[config.mk]
export PLATFORM = sky130hd
export DESIGN_NAME = pcsg_mac
export DESIGN_NICKNAME = d
export VERILOG_FILES = /design/src/design/pcsg_pkg.sv /design/src/design/pcsg_mac.sv
export SDC_FILE = /design/constraint.sdc
export NUM_CORES = 2
export LEC_CHECK = 0
export BUFFER_PORTS_ARGS = -buffer_cell sky130_fd_sc_hd__buf_2
export CAP_MARGIN = 20
export CORE_ASPECT_RATIO = 2
export CORE_UTILIZATION = 45
export DETAILED_ROUTE_END_ITERATION = 6
export MAX_ROUTING_LAYER = met4
export PLACE_DENSITY = 0.64
export RECOVER_POWER = 25
export SYNTH_ARGS = -nofsm -noshare
export SYNTH_HDL_FRONTEND = slang
export SYNTH_SLANG_ARGS = --single-unit
[constraint.sdc]
create_clock -name clock -period 22.8 [get_ports clock]
set_input_delay 2.28 -clock clock [delete_from_list [all_inputs] [get_ports clock]]
set_output_delay 2.28 -clock clock [all_outputs]
set_load 0.03 [all_outputs]
[src/design/pcsg_pkg.sv]
// Shared constants and the saturation helper for the piecewise cubic setpoint unit.
// No dependencies; imported by pcsg_mac and the top level.
`default_nettype none
package pcsg_pkg;

   localparam int MAX_BREAKPOINTS_DEF = 64;
   localparam int FRACTION_BITS_DEF   = 16;
   localparam int DATA_W              = 32;
   localparam int TICKS_PER_SECOND    = 50;

   // clamp a wide signed value into the 32-bit signed range
   function automatic logic signed [DATA_W-1:0] sat_to_32(
      input logic signed [2*DATA_W:0] v
   );
      logic signed [DATA_W-1:0] r;
      if (v[2*DATA_W:DATA_W-1] == {(DATA_W+2){v[2*DATA_W]}}) begin
         r = v[DATA_W-1:0];
      end else if (v[2*DATA_W]) begin
         r = {1'b1, {(DATA_W-1){1'b0}}};
      end else begin
         r = {1'b0, {(DATA_W-1){1'b1}}};
      end
      return r;
   endfunction

endpackage
`default_nettype wire

[src/design/pcsg_mac.sv]
// Shared multiply, round and accumulate unit: product register, then round, add, saturate.
// Depends on pcsg_pkg.
`default_nettype none
module pcsg_mac
   import pcsg_pkg::*;
#(
   parameter int FRACTION_BITS = FRACTION_BITS_DEF
) (
   input  wire logic                     clock,
   input  wire logic                     mul_en,
   input  wire logic signed [DATA_W-1:0] operand,
   input  wire logic        [DATA_W-1:0] time_value,
   input  wire logic signed [DATA_W:0]   addend,
   output logic signed [DATA_W-1:0]      result
);

   localparam int PW = 2 * DATA_W;
   localparam logic signed [PW-1:0] HALF = PW'(64'sd1 <<< (FRACTION_BITS - 1));

   logic signed [DATA_W:0]   op_ext;
   logic signed [DATA_W:0]   t_ext;
   logic signed [PW+1:0]     mul_full;
   logic signed [PW-1:0]     product_in;
   logic signed [PW-1:0]     product_ff;
   logic signed [PW-1:0]     rounded;
   logic signed [PW:0]       sum;

   assign op_ext     = {operand[DATA_W-1], operand};
   assign t_ext      = {1'b0, time_value};
   assign mul_full   = op_ext * t_ext;
   assign product_in = mul_full[PW-1:0];

   always_ff @(posedge clock) begin
      if (mul_en) begin
         product_ff <= product_in;
      end
   end

   // add half then floor
   assign rounded = (product_ff + HALF) >>> FRACTION_BITS;
   assign sum     = {rounded[PW-1], rounded} + {{(PW-DATA_W){addend[DATA_W]}}, addend};
   assign result  = sat_to_32(sum);

endmodule
`default_nettype wire

# Yosys cells after proc, flatten, opt, wreduce, memory -nomap -nowiden

Cells that the tools add are included.

Register bits: 64
Input port bits: 99
Output and inout port bits: 32
Logic and storage cells: 7

Add/subtract/negate cells: 2
Multipliers: 1
Equality and inequality tests: 1
Multiplexer cells: 2

Operators with widths:

| operator                 | count |
|---|---|
| $add A64 B17 Y64 const B | 1 |
| $mul A32 B33 Y64         | 1 |
| $mux W32                 | 2 |
| $add A48 B33 Y49         | 1 |
| $eq A33 B33 Y1           | 1 |

# Longest topological paths before layout

Depth in word-level cells: 4
Gate-level depth with buffers: 32
Mapped depth without buffers: 30

# Worst setup path before layout

No wires, ideal clock.

Kind: in2reg
Start point: input port time_value[22]
End point: register product_ff[56], data pin
Library setup time: 265 ps
Arrival time: 9336 ps
Required time: 22535 ps
Slack: 13199 ps
Cell stages on the path: 28
Path buffers: 2
Path through: clkbuf_1 nand2_1 fa_1 inv_1 fa_1 inv_1 fa_1 inv_1 fa_1 inv_1 fa_1 fa_1 fa_1 fa_1 inv_1 ha_1 clkbuf_1 and3_1 a221o_1 a21oi_1 nor2_1 a211oi_1 o21ai_0 a31oi_1 nand2_1 a41oi_1 o21ai_0 xor2_1

Cells in the longest elaborated chain, start to end: 1

RTL lines:

| what                 | line           | text |
|---|---|---|
| start, declared      | pcsg_mac.sv:12 | `input wire logic [DATA_W-1:0] time_value,` |
| $mul A32 B33 Y64     | pcsg_mac.sv:30 | `assign mul_full = op_ext * t_ext;` |
| net mul_full[56]     | pcsg_mac.sv:22 | `logic signed [PW+1:0] mul_full;` |
| end signal, assigned | pcsg_mac.sv:35 | `product_ff <= product_in;` |
| end, declared        | pcsg_mac.sv:24 | `logic signed [PW-1:0] product_ff;` |

The timed path passes the listed nets, and every way through them passes these cells.
A chain may end at the register's enable or synchronous reset.

# Worst setup path after layout

Start point: input port time_value[14]
End point: register product_ff[56], data pin

The elaborated chain is that of the path after synthesis.

==> results.json <==
{
  "run_status": "complete, but fails checks",
  "violations": "capacitance limit, slew limit",
  "crit_type": "input pin to register",
  "ys_seq_area_share_pct": 3.78,
  "drt_iter0_markers": 1454,
  "grt_pass1_vias": 32300,
  "clock_tree.root_cell": "clkbuf_16",
  "place_congestion": 0.977,
  "drt-total-wl_um": 122000,
  "numCtsBuffers": 5,
  "largest_reg_flops": 49,
  "fin_crit_ns": 10.96,
  "numClockSinks": 49,
  "synth_nets": 5645,
  "wl_met3_um": 4740,
  "ys_ff_latch": 49,
  "fp.dieW_um": 210,
  "crit_fanout": 32,
  "startpoint_type": "input pin",
  "crit_required_ns": 22.83,
  "worstMarginPinSlew_ns": 2.24,
  "yosys.area.top_type": "fa_1",
  "nNetsFinal": 5558,
  "synthAdderAreaFrac_pct": 56.9,
  "drv_slew": 44,
  "hold_buffers": 0,
  "clk_pin_slew_ns": 0.06,
  "synth_edf_count": 49,
  "wl_per_cell_um": 22.6,
  "finalSetupViolCount": 0,
  "dieHeight_um": 418,
  "route.detailed.drc": 0,
  "synthArstFlopShare_pct": 0,
  "ant_nets": 0,
  "hold_ws_ns": 2.38,
  "wl_met1_um": 36500,
  "slew_headroom_pct": -49.5,
  "grt_max_degree": 50,
  "critPathArrivalTime_ns": 10.99,
  "start_util_pct": 45.4,
  "synth_top_family_by_area": "adder cells",
  "ioPinCount": 131,
  "synth.top_cells.by_area": "fa_1, ha_1, and2_1",
  "portBuffers": 130,
  "fmax_mhz": 91.3,
  "synth_compound_area_share_pct": 6.03,
  "ys_types": 63,
  "synth_simple_gate_area_share_pct": 18.3,
  "syn_avg_cell_area_um2": 9.03,
  "tns_ns": 0,
  "rsz0062_at_grt": "no",
  "largest-register": "product_ff",
  "core.rowCount": 152,
  "dp_hpwl_um": 98600,
  "grt_usage_pct": 29.2,
  "grt-ovfl-total": 0,
  "fin_crit_sh_pct": 48.1,
  "clock_path_buffers": 2,
  "drv_cap": 1,
  "critPathCaptureType": "register",
  "layout-drive-gt1-share_pct": 4.02,
  "die-area_um2": 87800,
  "wl_met2_um": 66100,
  "top_layer": "met4",
  "hold_class": "input pin to register",
  "avgViaCountPerCell": 5.47,
  "ys.warnings.count": 0,
  "utilization_pct": 47.1,
  "syn-cell-area_um2": 38900,
  "fp.coreArea_um2": 85800,
  "grt_pass1_wl_um": 184000,
  "top_regs": "product_ff x49",
  "synthCells": 4313,
  "antenna_found_initial": 5,
  "synthDominantCellAreaShare_pct": 46.1,
  "via_count": 29400,
  "synth_most_common_cell": "fa_1",
  "drtPass1Iterations": 5,
  "endpoint": "product_ff[56]",
  "syn2layout_area_growth_pct": 3.69,
  "critPathLaunch": "time_value[14]",
  "post_cts_resized": 0,
  "post-cts-setup-buffer-count": 0,
  "synth-xor-area-share_pct": 3.26,
  "hold_violations": 0,
  "tritoncts": "done",
  "synth_ff_type": "edfxtp_1",
  "synth.area.mux_share_pct": 0.961,
  "ys_top_cells_by_count": "fa_1, inv_1, and2_1, nand2_1, ha_1",
  "htreeDepth": 2,
  "fill_cells": 8325
}
==> cell type report <==
| class | instances | area [um^2] | area share [%] |
|---|---|---|---|
| diodes | 4 | 10.0 | 0.0248 |
| inverters | 871 | 3270 | 8.10 |
| clock inverters | 3 | 22.5 | 0.0558 |
| flip-flops and latches | 49 | 1470 | 3.64 |
| multi-input cells | 3157 | 33300 | 82.5 |
| well taps | 1155 | 1450 | 3.58 |
| repair buffers | 142 | 736 | 1.82 |
| clock buffers | 5 | 125 | 0.310 |
==> metal layers <==
| metal | global-route usage [%] | vias to the layer above |
|---|---|---|
| met5 | - | - |
| met4 | 27.7 | 0 |
| met3 | 2.89 | 484 |
| met2 | 53.5 | 968 |
| met1 | 25.9 | 15200 |
| li1 | - | 12800 |
==> cell usage in the layout (no fill, tap or decap), types with 20 or more instances in the layout <==
cell type / instances
fa_1: 897
inv_1: 871
and2_1: 609
nand2_1: 502
ha_1: 336
buf_2: 129
a21oi_1: 124
xnor2_1: 86
nor2_1: 74
o21ai_0: 69
a21o_1: 63
xor2_1: 59
edfxtp_1: 49
nand4_1: 38
nand3_1: 32
nor2b_1: 28
mux2i_1: 28
nand2b_1: 27
and3_1: 21
nor3_1: 20
==> metrics by stage <==
step           cell area (um^2)  std cells  worst slack [ns]
6_report                  40400       5386             11.84
5_1_grt                   40400       5384             11.51
4_1_cts                   40400       5381             11.98
3_5_place_dp              40200       5373             11.69
3_3_place_gp              40200       5373             11.77
2_1_floorplan             38900       4313             13.20
==> critical path: stages <==
cell and delay (ns):
buf_2 0.64, and2_1 0.26, fa_1 0.41, fa_1 0.49, fa_1 0.57, inv_1 0.06, fa_1 0.47, inv_1 0.05
fa_1 0.49, fa_1 0.50, fa_1 0.51, inv_1 0.06, fa_1 0.47, inv_1 0.05, ha_1 0.39, a21oi_1 0.17
o21a_1 0.14, o21ai_0 0.08, a21oi_1 0.22, a21oi_1 0.10, a211oi_1 0.71, o21ai_0 0.48, a31oi_1 0.37, nand2_1 0.16
a41oi_1 0.47, o21ai_0 0.17, xor2_1 0.16
==> cell families after synthesis <==
kind of cell	Yosys count
xor gates and xnor gates	145
DFF	49
and+or+nand+nor	1376
buffers and inverters	1107
adders and majority gates	1233
muxes	35
AOI/OAI and AO/OA	368
==> worst min-delay path by stage <==
stage | startpoint | end | cells past startpoint | slack, ns
after global placement | mul_en | product_ff[59] | 1 | 3.05
after global routing | mul_en | product_ff[60] | 1 | 2.39
after CTS | mul_en | product_ff[60] | 1 | 2.77
after floorplan | mul_en | product_ff[15] | 0 | 2.39
final | mul_en | product_ff[60] | 1 | 2.38
after detailed placement | mul_en | product_ff[60] | 1 | 3.07
Power is not shown: default switching activity piles up to over one toggle a cycle in this logic, so the estimate is an artifact.
